$ cat src/sv/tcw_pkg.sv
// ----------------------------------------------------------------------------
// tcw_pkg: shared types and constants of the text console writer
// Word layouts of the request and response ports, the sweep control and
// status words, command codes and character constants.
// ----------------------------------------------------------------------------
package tcw_pkg;

   localparam int TCW_ROWS    = 25;
   localparam int TCW_COLUMNS = 80;
   localparam int CELL_W      = 16;
   localparam int CHAR_W      = 8;

   localparam logic [1:0] CMD_PUT   = 2'd0;
   localparam logic [1:0] CMD_READ  = 2'd1;
   localparam logic [1:0] CMD_CLEAR = 2'd2;
   localparam logic [1:0] CMD_NOP   = 2'd3;

   localparam logic [CHAR_W-1:0] NEWLINE_CODE = 8'd10;
   localparam logic [CHAR_W-1:0] SPACE_CODE   = 8'd32;
   localparam logic [CHAR_W-1:0] RESET_ATTR   = 8'h07;
   localparam logic [CELL_W-1:0] RESET_BLANK  = {RESET_ATTR, SPACE_CODE};

   typedef struct packed {
      logic [1:0] command;
      logic [7:0] char_code;
      logic [4:0] cell_row;
      logic [6:0] cell_column;
   } req_type;

   typedef struct packed {
      logic [15:0] cell_data;
      logic [4:0]  cursor_row;
      logic [6:0]  cursor_column;
   } rsp_type;

   typedef struct packed {
      logic start;
      logic copy;
   } sweep_ctrl_type;

   typedef struct packed {
      logic active;
      logic done;
   } sweep_stat_type;

endpackage

$ cat src/sv/tcw_sweep.sv
// ----------------------------------------------------------------------------
// tcw_sweep: cell store sweep engine
// Walks every cell once. In copy mode a cell takes the cell one row below
// it (the last row takes blanks); otherwise every cell takes the blank.
// Each cell's write follows its read in the next cycle, through a registered write stage.
// ----------------------------------------------------------------------------
module tcw_sweep #(
   parameter int ROWS    = tcw_pkg::TCW_ROWS,
   parameter int COLUMNS = tcw_pkg::TCW_COLUMNS
) (
   input  logic                                clock,
   input  logic                                reset,
   input  tcw_pkg::sweep_ctrl_type             ctrl,
   input  logic [tcw_pkg::CELL_W-1:0]          blank,
   output tcw_pkg::sweep_stat_type             status,
   output logic                                rd_en,
   output logic [$clog2(ROWS*COLUMNS)-1:0]     rd_addr,
   input  logic [tcw_pkg::CELL_W-1:0]          rd_data,
   output logic                                wr_en,
   output logic [$clog2(ROWS*COLUMNS)-1:0]     wr_addr,
   output logic [tcw_pkg::CELL_W-1:0]          wr_data
);

   localparam int CELLS  = ROWS * COLUMNS;
   localparam int ADDR_W = $clog2(CELLS);
   localparam logic [ADDR_W-1:0] LAST_IDX = ADDR_W'(CELLS - 1);
   localparam logic [ADDR_W-1:0] COPY_END = ADDR_W'(CELLS - COLUMNS);
   localparam logic [ADDR_W-1:0] ROW_STEP = ADDR_W'(COLUMNS);

   logic                       run_ff, run_in;
   logic [ADDR_W-1:0]          idx_ff, idx_in;
   logic                       copy_ff, copy_in;
   logic [tcw_pkg::CELL_W-1:0] blank_ff, blank_in;
   logic                       wv_ff, wv_in;
   logic [ADDR_W-1:0]          wa_ff, wa_in;
   logic                       wcopy_ff, wcopy_in;
   logic                       wlast_ff, wlast_in;
   logic                       fetch;

   assign fetch = run_ff && copy_ff && (idx_ff < COPY_END);

   always_comb begin
      run_in   = run_ff;
      idx_in   = idx_ff;
      copy_in  = copy_ff;
      blank_in = blank_ff;
      if (ctrl.start) begin
         run_in   = 1'b1;
         idx_in   = '0;
         copy_in  = ctrl.copy;
         blank_in = blank;
      end else if (run_ff) begin
         idx_in = idx_ff + 1'b1;
         if (idx_ff == LAST_IDX) begin
            run_in = 1'b0;
         end
      end
      wv_in    = run_ff;
      wa_in    = idx_ff;
      wcopy_in = fetch;
      wlast_in = (idx_ff == LAST_IDX);
   end

   always_ff @(posedge clock) begin
      if (reset) begin
         run_ff <= 1'b0;
         wv_ff  <= 1'b0;
      end else begin
         run_ff <= run_in;
         wv_ff  <= wv_in;
      end
      idx_ff   <= idx_in;
      copy_ff  <= copy_in;
      blank_ff <= blank_in;
      wa_ff    <= wa_in;
      wcopy_ff <= wcopy_in;
      wlast_ff <= wlast_in;
   end

   assign rd_en   = fetch;
   assign rd_addr = idx_ff + ROW_STEP;
   assign wr_en   = wv_ff;
   assign wr_addr = wa_ff;
   assign wr_data = wcopy_ff ? rd_data : blank_ff;

   assign status.active = run_ff | wv_ff;
   assign status.done   = wv_ff & wlast_ff;

endmodule

$ cat config.mk
export PLATFORM = sky130hd
export DESIGN_NAME = tcw_sweep
export DESIGN_NICKNAME = d
export VERILOG_FILES = /design/src/sv/tcw_pkg.sv /design/src/sv/tcw_sweep.sv
export SDC_FILE = /design/constraint.sdc
export NUM_CORES = 1
export LEC_CHECK = 0
export ABC_AREA = 1
export ABC_CLOCK_PERIOD_IN_PS = 1300
export BUFFER_PORTS_ARGS = -buffer_cell sky130_fd_sc_hd__buf_4
export CELL_PAD_IN_SITES_DETAIL_PLACEMENT = 0
export CELL_PAD_IN_SITES_GLOBAL_PLACEMENT = 1
export CORE_MARGIN = 5
export CORE_UTILIZATION = 31
export CTS_BUF_LIST = sky130_fd_sc_hd__clkbuf_16
export DETAILED_ROUTE_END_ITERATION = 10
export HOLD_SLACK_MARGIN = 0.15
export PLACE_DENSITY_LB_ADDON = 0.2
export SLEW_MARGIN = 10
export SYNTH_ARGS = -nofsm -noshare
export SYNTH_HDL_FRONTEND = slang
export SYNTH_SLANG_ARGS = --single-unit
export TNS_END_PERCENT = 10
$ cat constraint.sdc
create_clock -name clock -period 1.3 [get_ports clock]
set_input_delay 0.26 -clock clock [delete_from_list [all_inputs] [get_ports clock]]
set_output_delay 0.26 -clock clock [all_outputs]
set_load 0.02 [all_outputs]
After elaboration in Yosys (flattened, before gate mapping):

Index checks and enable logic that the tools add are counted.

* register bits: 43
* output and inout bits: 42

* bitwise logic cells: 2
* reductions and logical operators: 2
* add/subtract/negate cells: 2
* eq/ne operators: 1
* multiplexer cells: 4
* $lt $le $gt $ge: 1

Operators by type and width (number)
* $mux W16: 1
* $add A11 B1 Y11 const B: 1
* $add A11 B7 Y11 const B: 1
* $eq A11 B11 Y1 const B: 1
* $lt A11 B11 Y1 const B: 1
* $mux W1: 3
* $logic_and A1 B1 Y1: 2
* $and A1 B1 Y1: 1
* $or A1 B1 Y1: 1

Logic depth before layout (Yosys ltp):

Gate-level depths: netlist of the first run.

* depth after elaboration: 4
* gate-level depth with buffers: 7
* mapped depth without buffers: 7

Worst setup path after synthesis of the first run:

Ideal clock, no wire load.

* kind: register -> output
* start: register idx_ff[5]
* end: output port rd_addr[10]
* slack: -234 ps
* data arrival time: 1274 ps
* required time: 1040 ps
* buffers on the path: 0
* stages on the path, launching flop included: 5
* cell sequence: dfxtp_1 > ha_1 > or2_1 > nand3b_1 > xor2_1

* longest elaborated chain between the ends: 1

RTL lines
* start: declaration: RTL line tcw_sweep.sv:31 `logic [ADDR_W-1:0] idx_ff, idx_in;`
* start signal: assignment: RTL line tcw_sweep.sv:72 `idx_ff <= idx_in;`
* $add A11 B7 Y11: RTL line tcw_sweep.sv:81 `assign rd_addr = idx_ff + ROW_STEP;`
* end: declaration: RTL line tcw_sweep.sv:17 `output logic [$clog2(ROWS*COLUMNS)-1:0] rd_addr,`

Every way passes these cells.

Worst setup path after layout of the first run:

* start: register idx_ff[4]
* end: output port rd_addr[10]

Same word-level chain as after synthesis.

==> results of run 1 <==
[per-layer routing]
| metal | wire length [µm] | GRT usage [%] | vias up | share of wire, % |
|---|---|---|---|---|
| li1 | - | - | 731 | - |
| met4 | 35 | 3.45 | 0 | 0.80 |
| met3 | 353 | 4.56 | 4 | 8.1 |
| met5 | 0 | 0 | - | 0 |
| met2 | 2120 | 20.5 | 51 | 49 |
| met1 | 1840 | 13.7 | 616 | 42 |
[layout by cell type (no fill, tap or decap), drive strengths merged, types with 3 or more instances in the layout]
cell and instances:
a21oi 7, buf 93, clkbuf 5, dfxtp 26
dlygate4sd3 13, edfxtp 17, ha 3, inv 15
mux2 16, nand2 23, nand3 6, nor2 21
o21ai 6, xor2 3
[stage by stage]
stage          instances  worst slack (ns)  hold slack [ns]
5_1_grt              338            -0.478            0.151
3_5_place_dp         316            -0.114            0.339
3_3_place_gp         316           -0.0947            0.341
2_1_floorplan        160           -0.0798            0.331
6_report             338            -0.388            0.160
4_1_cts              326            -0.402            0.150
[final cells by class]
type / count / area, µm²
sequential: 43 / 1040
timing repair buffer: 106 / 920
tap: 72 / 90.1
clock buffer: 5 / 125
inverter: 14 / 60.1
clock inverter: 3 / 12.5
multi-input combinational: 95 / 739
fill: 496 / 2480
[power by group through the flow]
stage | Combinational, W | Clock, W | Sequential [W]
after floorplan | 0.000222 | 0 | 0.00153
after global placement | 0.000461 | 0 | 0.00153
after detailed placement | 0.000465 | 0 | 0.00153
after CTS | 0.000531 | 0.00119 | 0.00150
after global routing | 0.000625 | 0.00126 | 0.00151
final | 0.000587 | 0.00114 | 0.00150
[final timing paths]
check,start,to,slack [ns],cells past startpoint
max reg2reg,idx_ff[4],idx_ff[9],0.12,7
min reg2reg,idx_ff[10],wr_addr[10],0.35,0
max,idx_ff[4],rd_addr[10],-0.39,5
min,blank[10],blank_ff[10],0.16,1
[state kept, by name (all words and copies together), names as in the netlist]
signal	flops
wr_en	1
idx_ff	11
blank_ff	16
wcopy_ff	1
run_ff	1
copy_ff	1
wr_addr	11
wlast_ff	1
[worst max-delay path, stage by stage, from the launching register on]
cell,delay (ns)
dfxtp_4,0.35
ha_4,0.15
or2_4,0.23
nand3b_1,0.13
xor2_2,0.16
buf_6,0.13
[timing repair]
action / CTS / global route
pin swaps: 1 / 1
endpoints found under the hold margin: 1 / 12
setup endpoints to repair: 24 / 28
gates resized for setup: 39 / 19
hold buffers: 1 / 12
buffers inserted: 1 / 0
[cell families after synthesis]
group / count (synthesis) / share of synthesized area [%]
and+or+nand+nor: 57 / 14.8
buffers and inverters: 22 / 6.56
adders and majority gates: 3 / 2.16
muxes: 16 / 10.4
xor gates and xnor gates: 5 / 2.52
DFF: 43 / 59.4
AOI/OAI and AO/OA: 14 / 4.18
==> out/qor.tcl, run 1 <==
set qor(outcome) {finished with violations}
set qor(violations_in_the_final_reports) {setup timing}
set qor(post_synth_main_area_contributors) {dfxtp_1 (30%), edfxtp_1 (29%), mux2_2 (10%), nand2_1 (4.8%), nor2_1 (4.1%)}
set qor(drtAntennaViolNets) 0
set qor(synth_common_cells) {dfxtp_1 (26), nand2_1 (22), nor2_1 (19)}
set qor(maximum_number_of_pins_on_one_net_before_global_route_repair) 17
set qor(cp-end-kind) {output pin}
set qor(post_drt_wl_per_cell_um) 12.9
set qor(synthDominantCellAreaShare_pct) 30.0
set qor(final_hold_viol_count) 0
set qor(power.share.clock_pct) 35.4
set qor(yosysUniqueCellTypes) 26
set qor(post-route-util_pct) 54.7
set qor(synthFlopType) {dfxtp_1}
set qor(max_freq_ghz) 0.593
set qor(syn-cell-area_um2) 1740
set qor(dr_total_vias) 1402
set qor(clkTransAtPathRegs_ns) 0.06
set qor(setup_viol_count_final) 23
set qor(cp_data_required_time_ns) 1.04
set qor(total_leakage_power_nw) 1.35
set qor(io_pins) 78
set qor(cp_max_fo) 3
set qor(port_buffers) 77
set qor(rows) 27
set qor(skew_ns) 0.00594
set qor(initial_utilization_pct) 31.7
set qor(flow.area_growth_from_synthesis_pct) 72.3
set qor(setup_ws_ns) -0.388
set qor(yosys_warnings) 0
set qor(syn_area_per_cell_um2) 10.9
set qor(period_needed_ns) 1.69
set qor(h_tree_depth) 2
set qor(tritoncts) {done}
set qor(place.detailed.hpwl_um) 3150
set qor(layout-drive-gt1-share_pct) 53.8
set qor(detailedRoute.firstIterationViolations) 34
set qor(placed_area_um2) 2520
set qor(route.detailed.drc) 0
set qor(clockBufferDepth) 2
set qor(switchingPower_w) 0.000722
set qor(final.period_utilization_pct) 130
set qor(detailedRoute.firstPassIterationCount) 4
set qor(async_flop_share_pct) 0
set qor(nature_of_the_critical_path_startpoint) {flip-flop}
set qor(cellPowerDensity_nw_per_um2) 1080
set qor(wl_um) 4350
set qor(grt_pass1_vias) 1414
set qor(die_height_um) 84.8
set qor(die_area_um2) 7200
set qor(grt_pass1_wl_um) 6730
set qor(numCtsBuffers) 5
set qor(crit_arrival_ns) 1.43
set qor(unrepaired_setup_endpoints_after_global_routing) {yes}
set qor(viasPerCell) 4.15
set qor(clock_root_buffer) {clkbuf_16}
set qor(synth_seq_cells) 43
set qor(overflow) 0
set qor(power_switching_share_pct) 22.4
set qor(timing.setup.tns_ns) -4.86
set qor(slew-limit-headroom_pct) 79.9
set qor(postSynthNetCount) 199
set qor(final_net_count) 304
set qor(cts_num_sinks) 43
set qor(antenna_cells_inserted) 0
set qor(part_of_the_yosys_area_used_for_sequential_elements_pct) 59.4
set qor(grt_util_all_layers_pct) 11.9
set qor(synth.most_common_cell) {dfxtp_1}
set qor(gp_congestion) 0.704
set qor(chipWidth_um) 84.8
set qor(vdd_drop_max_uv) 416
set qor(p_seq_share_pct) 46.5
set qor(synth-edff-count) 17
set qor(hold_class) {in2reg}
set qor(combPwrFrac_pct) 18.2
set qor(antenna_found_initial) 0
set qor(drv_slew) 0
set qor(total_power_w) 0.00323
set qor(internal_power_w) 0.00251
set qor(crit_type) {reg2out}
set qor(drv.max_cap_violation_count) 0
set qor(synth_top_area_cell) {dfxtp_1}
set qor(skew_pair_late_insertion_delay_ns) 0.28
set qor(postSynthCellCount) 160
set qor(postLayoutCellArea_um2) 2990
set qor(core_area_um2) 5470
set qor(tightestPinTransition_ns) 0.299
(Power assumes the default switching activity.)
==> run 2, diff against run 1 <==
--- a/config.mk
+++ b/config.mk
@@ -10,7 +10,6 @@
 export BUFFER_PORTS_ARGS = -buffer_cell sky130_fd_sc_hd__buf_4
 export CELL_PAD_IN_SITES_DETAIL_PLACEMENT = 0
 export CELL_PAD_IN_SITES_GLOBAL_PLACEMENT = 1
-export CORE_MARGIN = 5
 export CORE_UTILIZATION = 31
 export CTS_BUF_LIST = sky130_fd_sc_hd__clkbuf_16
 export DETAILED_ROUTE_END_ITERATION = 10
==> out/qor.tcl, run 2 (same netlist as run 1, synthesis figures left out) <==
set qor(crit_buf_inv) 1 ;# unchanged
set qor(numPlacedInstances) 317 ;# +0.32%
set qor(clock_root_buffer) {clkbuf_16}
set qor(grt_pass1_wl_um) 6490 ;# -3.5%
set qor(die_height_um) 76.8 ;# -9.4%
set qor(dp_worst_setup_slack_ns) -0.0817 ;# +0.0320 ns
set qor(drv_slew) 0 ;# unchanged
set qor(crit_type) {reg2out}
set qor(critical-path-top-delay-family) {simple AND/OR/NAND/NOR gates}
set qor(cp-end-kind) {output pin}
set qor(place.detailed.hpwl_um) 2970 ;# -5.5%
set qor(io_pins) 78 ;# unchanged
set qor(antenna_cells_inserted) 0 ;# unchanged
set qor(clkTransAtPathRegs_ns) 0.06 ;# about the same
set qor(cp_data_required_time_ns) 1.04 ;# about the same
set qor(unrepaired_setup_endpoints_after_global_routing) {yes}
set qor(combPwrFrac_pct) 17.2 ;# -1.0 points
set qor(violations_in_the_final_reports) {setup timing}
set qor(period_needed_ns) 1.66 ;# -0.0285 ns
set qor(layout-drive-gt1-share_pct) 54.5 ;# +0.75 points
set qor(nature_of_the_critical_path_startpoint) {flip-flop}
set qor(worst_path_max_delay_cell) {dfxtp_2}
set qor(viasPerCell) 4.36 ;# +5.0%
set qor(crit_arrival_ns) 1.40 ;# -0.03 ns
set qor(power_switching_share_pct) 22.5 ;# +0.13 points
set qor(h_tree_depth) 2 ;# unchanged
set qor(wl_um) 4050 ;# -6.9%
set qor(internal_power_w) 0.00248 ;# -0.96%
set qor(detailedRoute.firstIterationViolations) 55 ;# +62%
set qor(cp_max_fo) 3 ;# unchanged
set qor(gp_congestion) 0.726 ;# +3.2%
set qor(maximum_number_of_pins_on_one_net_before_global_route_repair) 19 ;# +2
set qor(initial_utilization_pct) 33.2 ;# +1.4 points
set qor(skew_ns) 0.00187 ;# -0.00406 ns
set qor(route.detailed.drc) 0 ;# unchanged
set qor(hold-worst-slack_ns) 0.155 ;# -0.00419 ns
set qor(numCtsBuffers) 5 ;# unchanged
set qor(slew-limit-headroom_pct) 80.6 ;# +0.63 points
set qor(outcome) {finished with violations}
set qor(largest_register_ff_count) 16 ;# unchanged
set qor(antenna_found_initial) 0 ;# unchanged
set qor(detailedRoute.firstPassIterationCount) 4 ;# unchanged
set qor(vdd_drop_max_uv) 580 ;# +40%
set qor(post_cts_buffers) 0 ;# -1
set qor(crit_chain) {ha_4 -> or2_4 -> nand3b_1 -> xor2_2 -> buf_6}
set qor(rows) 26 ;# -3.7%
set qor(tightestPinTransition_ns) 0.290 ;# -0.00946 ns
set qor(total_leakage_power_nw) 1.29 ;# -4.1%
set qor(tritoncts) {done}
set qor(cellPowerDensity_nw_per_um2) 1130 ;# +4.4%
set qor(port_buffers) 77 ;# unchanged
set qor(power.share.clock_pct) 35.8 ;# +0.4 points
set qor(grt_util_all_layers_pct) 14.0 ;# +2.2 points
set qor(grt_pass1_vias) 1419 ;# +0.35%
set qor(mostFrequentLayoutCells) {buf_4 (73), nand2_1 (21), buf_6 (21)}
set qor(critical-path-max-stage-delay_ns) 0.33 ;# -0.02 ns
set qor(drtAntennaViolNets) 0 ;# unchanged
set qor(final_net_count) 293 ;# -3.6%
set qor(chipWidth_um) 76.8 ;# -9.4%
set qor(overflow) 0 ;# unchanged
set qor(clockBufferDepth) 2 ;# unchanged
set qor(core_area_um2) 5240 ;# -4.3%
set qor(die_area_um2) 5910 ;# -18%
set qor(post_drt_wl_per_cell_um) 12.5 ;# -3.2%
set qor(flow.area_growth_from_synthesis_pct) 63.6
set qor(p_seq_share_pct) 46.9 ;# +0.4 points
set qor(skew_pair_late_insertion_delay_ns) 0.27 ;# about the same
set qor(max_freq_ghz) 0.603 ;# +1.7%
set qor(final.period_utilization_pct) 128 ;# -2.2 points
set qor(switchingPower_w) 0.000720 ;# -0.21%
set qor(hold_class) {in2reg}
set qor(final_common_cell) {buf_4}
set qor(final_hold_viol_count) 0 ;# unchanged
set qor(ctsHoldBuffers) 0 ;# -1
set qor(dr_total_vias) 1416 ;# +1.0%
set qor(registers.top_by_ff_count) {blank_ff}
set qor(setup_viol_count_final) 23 ;# unchanged
set qor(layout.cells.non_filler) 325 ;# -3.8%
set qor(drv.max_cap_violation_count) 0 ;# unchanged
set qor(cts_num_sinks) 43 ;# unchanged
set qor(setup_ws_ns) -0.359 ;# +0.0285 ns
run 2: changes by cell type in the layout (fill, tap and decap cells not counted), sizes merged:
cell / delta
dlygate4sd3: -13
clkinv: +1
inv: -1
buf: +2
run 2: per-stage QoR:
| stage | total power, W | utilization [%] | TNS [ns] | area [µm²] |
|---|---|---|---|---|
| global route | 0.00331 | 54.3 | -5.75 | 2840 |
| finish | 0.00320 | 54.3 | -4.83 | 2840 |
| CTS | 0.00320 | 53.2 | -5.24 | 2780 |
| floorplan | 0.00175 | - | -0.128 | 1790 |
| global placement | 0.00198 | 48.4 | -0.148 | 2540 |
| detailed placement | 0.00199 | 48.4 | -0.164 | 2540 |
run 2: worst reg2reg max path: stages, from the launching register on:
cell,delay [ns]
dfxtp_2,0.35
buf_4,0.12
buf_4,0.10
nand2_1,0.06
nor2_1,0.25
nand3b_1,0.11
nand2_1,0.07
nor2_1,0.04
run 2: final cells by class:
| type | count | area (µm²) |
|---|---|---|
| sequential | 43 | 1040 |
| inverter | 14 | 52.6 |
| multi-input combinational | 95 | 719 |
| tap | 70 | 87.6 |
| clock buffer | 5 | 125 |
| clock inverter | 3 | 11.3 |
| timing repair buffer | 95 | 805 |
| fill | 479 | 2400 |
run 2: per-layer routing:
metal / up-vias / GRT usage [%] / wire length [µm] / share of wire (%)
li1: 710 / - / - / -
met1: 659 / 16.8 / 1820 / 45
met2: 45 / 23.9 / 1990 / 49
met3: 2 / 3.33 / 213 / 5.3
met4: 0 / 5.77 / 26 / 0.64
met5: - / 0 / 0 / 0
run 2: power groups by stage:
stage	Sequential (W)	Clock, W	Combinational (W)
after floorplan	0.00153	0	0.000222
after global placement	0.00152	0	0.000458
final	0.00150	0.00115	0.000552
after CTS	0.00150	0.00118	0.000524
after global routing	0.00151	0.00122	0.000580
after detailed placement	0.00153	0	0.000461
run 2: path summary, 6_finish.rpt:
kind | start | endpoint | slack (ns) | depth (start not counted)
hold / removal | reset | wr_en | 0.16 | 2
hold reg to reg | idx_ff[10] | wr_addr[10] | 0.36 | 0
setup / recovery | idx_ff[5] | rd_addr[10] | -0.36 | 5
setup reg to reg | idx_ff[4] | idx_ff[7] | 0.09 | 7
run 2: what timing repair did:
| action | in CTS | in global routing |
|---|---|---|
| pin swaps | 0 | 0 |
| resized for setup | 32 | 17 |
| endpoints found under the setup margin | 24 | 26 |
==> run 3, diff against run 2 <==
--- a/config.mk
+++ b/config.mk
@@ -14,7 +14,7 @@
 export CTS_BUF_LIST = sky130_fd_sc_hd__clkbuf_16
 export DETAILED_ROUTE_END_ITERATION = 10
 export HOLD_SLACK_MARGIN = 0.15
-export PLACE_DENSITY_LB_ADDON = 0.2
+export PLACE_DENSITY_LB_ADDON = 0.1
 export SLEW_MARGIN = 10
 export SYNTH_ARGS = -nofsm -noshare
 export SYNTH_HDL_FRONTEND = slang
==> out/qor.tcl, run 3 (same netlist as run 1, synthesis figures left out) <==
set qor(total_leakage_power_nw) 1.37 ;# +5.8%
set qor(unrepaired_setup_endpoints_after_global_routing) {yes}
set qor(port_buffers) 77 ;# unchanged
set qor(grt_pass1_vias) 1471 ;# +3.7%
set qor(maximum_number_of_pins_on_one_net_before_global_route_repair) 20 ;# +1
set qor(slew-limit-headroom_pct) 81.1 ;# +0.48 points
set qor(drv_slew) 0 ;# unchanged
set qor(max_freq_ghz) 0.596 ;# -1.1%
set qor(antenna_cells_inserted) 0 ;# unchanged
set qor(nature_of_the_critical_path_startpoint) {flip-flop}
set qor(numCtsBuffers) 5 ;# unchanged
set qor(layout-drive-gt1-share_pct) 53.5 ;# -0.98 points
set qor(post_drt_wl_per_cell_um) 12.8 ;# +3.0%
set qor(gp_congestion) 0.721 ;# -0.78%
set qor(grt_util_all_layers_pct) 15.4 ;# +1.4 points
set qor(setup_ws_ns) -0.378 ;# -0.0191 ns
set qor(final_net_count) 307 ;# +4.8%
set qor(grt_pass1_wl_um) 7020 ;# +8.2%
set qor(largest_register_ff_count) 16 ;# unchanged
set qor(total_power_w) 0.00348 ;# +8.6%
set qor(skew_pair_late_insertion_delay_ns) 0.28 ;# about the same
set qor(h_tree_depth) 2 ;# unchanged
set qor(route.detailed.drc) 0 ;# unchanged
set qor(skew_ns) 0.00611 ;# +0.00424 ns
set qor(outcome) {finished with violations}
set qor(detailedRoute.firstPassIterationCount) 4 ;# unchanged
set qor(viasPerCell) 4.39 ;# +0.74%
set qor(clockBufferDepth) 2 ;# unchanged
set qor(detailedRoute.firstIterationViolations) 54 ;# -1.8%
set qor(mostFrequentLayoutCells) {buf_4 (70), buf_6 (23), nand2_1 (20)}
set qor(cts_num_sinks) 43 ;# unchanged
set qor(vdd_drop_max_uv) 574 ;# -0.92%
set qor(violations_in_the_final_reports) {setup timing}
set qor(rows) 26 ;# unchanged
set qor(crit_arrival_ns) 1.42 ;# +0.02 ns
set qor(clock_root_buffer) {clkbuf_16}
set qor(overflow) 0 ;# unchanged
set qor(cp_data_required_time_ns) 1.04 ;# about the same
set qor(cp-end-kind) {output pin}
set qor(final_hold_viol_count) 0 ;# unchanged
set qor(drtAntennaViolNets) 0 ;# unchanged
set qor(initial_utilization_pct) 33.2 ;# unchanged
set qor(timing.setup.tns_ns) -4.89 ;# -0.0553 ns
set qor(crit_type) {reg2out}
set qor(wl_um) 4350 ;# +7.4%
set qor(dr_total_vias) 1488 ;# +5.1%
set qor(clkTransAtPathRegs_ns) 0.06 ;# about the same
set qor(tritoncts) {done}
set qor(drv.max_cap_violation_count) 0 ;# unchanged
set qor(core_area_um2) 5240 ;# unchanged
set qor(hold_class) {in2reg}
set qor(place.detailed.hpwl_um) 3080 ;# +3.5%
set qor(final.period_utilization_pct) 129 ;# +1.5 points
set qor(die_height_um) 76.8 ;# unchanged
set qor(setup_viol_count_final) 24 ;# +4.3%
set qor(final_common_cell) {buf_4}
set qor(period_needed_ns) 1.68 ;# +0.0191 ns
set qor(tightestPinTransition_ns) 0.282 ;# -0.00719 ns
set qor(flow.area_growth_from_synthesis_pct) 74.9
set qor(io_pins) 78 ;# unchanged
set qor(cellPowerDensity_nw_per_um2) 1140 ;# +1.6%
set qor(die_area_um2) 5910 ;# unchanged
set qor(cp_max_fo) 3 ;# unchanged
set qor(registers.top_by_ff_count) {blank_ff}
set qor(chipWidth_um) 76.8 ;# unchanged
set qor(antenna_found_initial) 0 ;# unchanged
==> run 3: changes by cell type in the layout (fill, tap and decap cells not counted), moves of 2 or more <==
cell,change
buf_4,-3
buf_6,+2
dlygate4sd3_1,+15
inv_1,-2
==> run 3: layout make-up <==
type | count | area (µm²)
well taps | 70 | 87.6
fillers | 450 | 2200
multi-input cells | 95 | 734
clock buffers | 5 | 125
inverters | 14 | 55.1
clock inverters | 3 | 38.8
repair buffers | 109 | 955
flip-flops and latches | 43 | 1040
==> run 3: timing repair <==
| item | in CTS | in global routing |
|---|---|---|
| buffers inserted | 0 | 2 |
| hold buffers | 11 | 4 |
| gates resized for setup | 33 | 23 |
| endpoints found under the setup margin | 25 | 29 |
| pin swaps | 1 | 3 |
| endpoints found under the hold margin | 11 | 4 |
==> run 3: stage by stage <==
step                cell area [µm²]  cells  util, %  hold slack (ns)  setup slack, ns
floorplan                      1790    160        -            0.331          -0.0798
global placement               2510    314     48.0            0.345          -0.0856
detailed placement             2510    314     48.0            0.352           -0.110
CTS                            2900    333     55.4            0.150           -0.397
global route                   3040    339     58.0            0.150           -0.442
finish                         3040    339     58.0            0.159           -0.378
==> run 3: critical path, stage by stage, from the launching register on <==
cell	delay, ns
dfxtp_2	0.33
ha_4	0.15
or2_4	0.23
nand3b_1	0.13
xor2_2	0.15
buf_6	0.13
==> run 3: routing by layer <==
layer	routed length, µm	vias up	track usage [%]
met4	82	0	5.77
met5	0	-	0
met1	1780	686	18.0
met2	2220	58	26.7
li1	-	736	-
met3	261	8	4.29
==> run 3: path summary, 6_finish.rpt <==
path         depth (start not counted)  slack (ns)  startpoint           to
max                                  5       -0.38   idx_ff[5]  rd_addr[10]
min                                  1        0.16    blank[0]  blank_ff[0]
max reg2reg                          5        0.12   idx_ff[2]    idx_ff[7]
min reg2reg                          0        0.35  idx_ff[10]  wr_addr[10]
==> run 3: power by group <==
part / switching (W) / internal (W) / total, W
logic: 0.000243 / 0.000347 / 0.000590
clock network: 0.000491 / 0.000895 / 0.00139
registers: 0.0000281 / 0.00147 / 0.00150
total: 0.000762 / 0.00271 / 0.00348
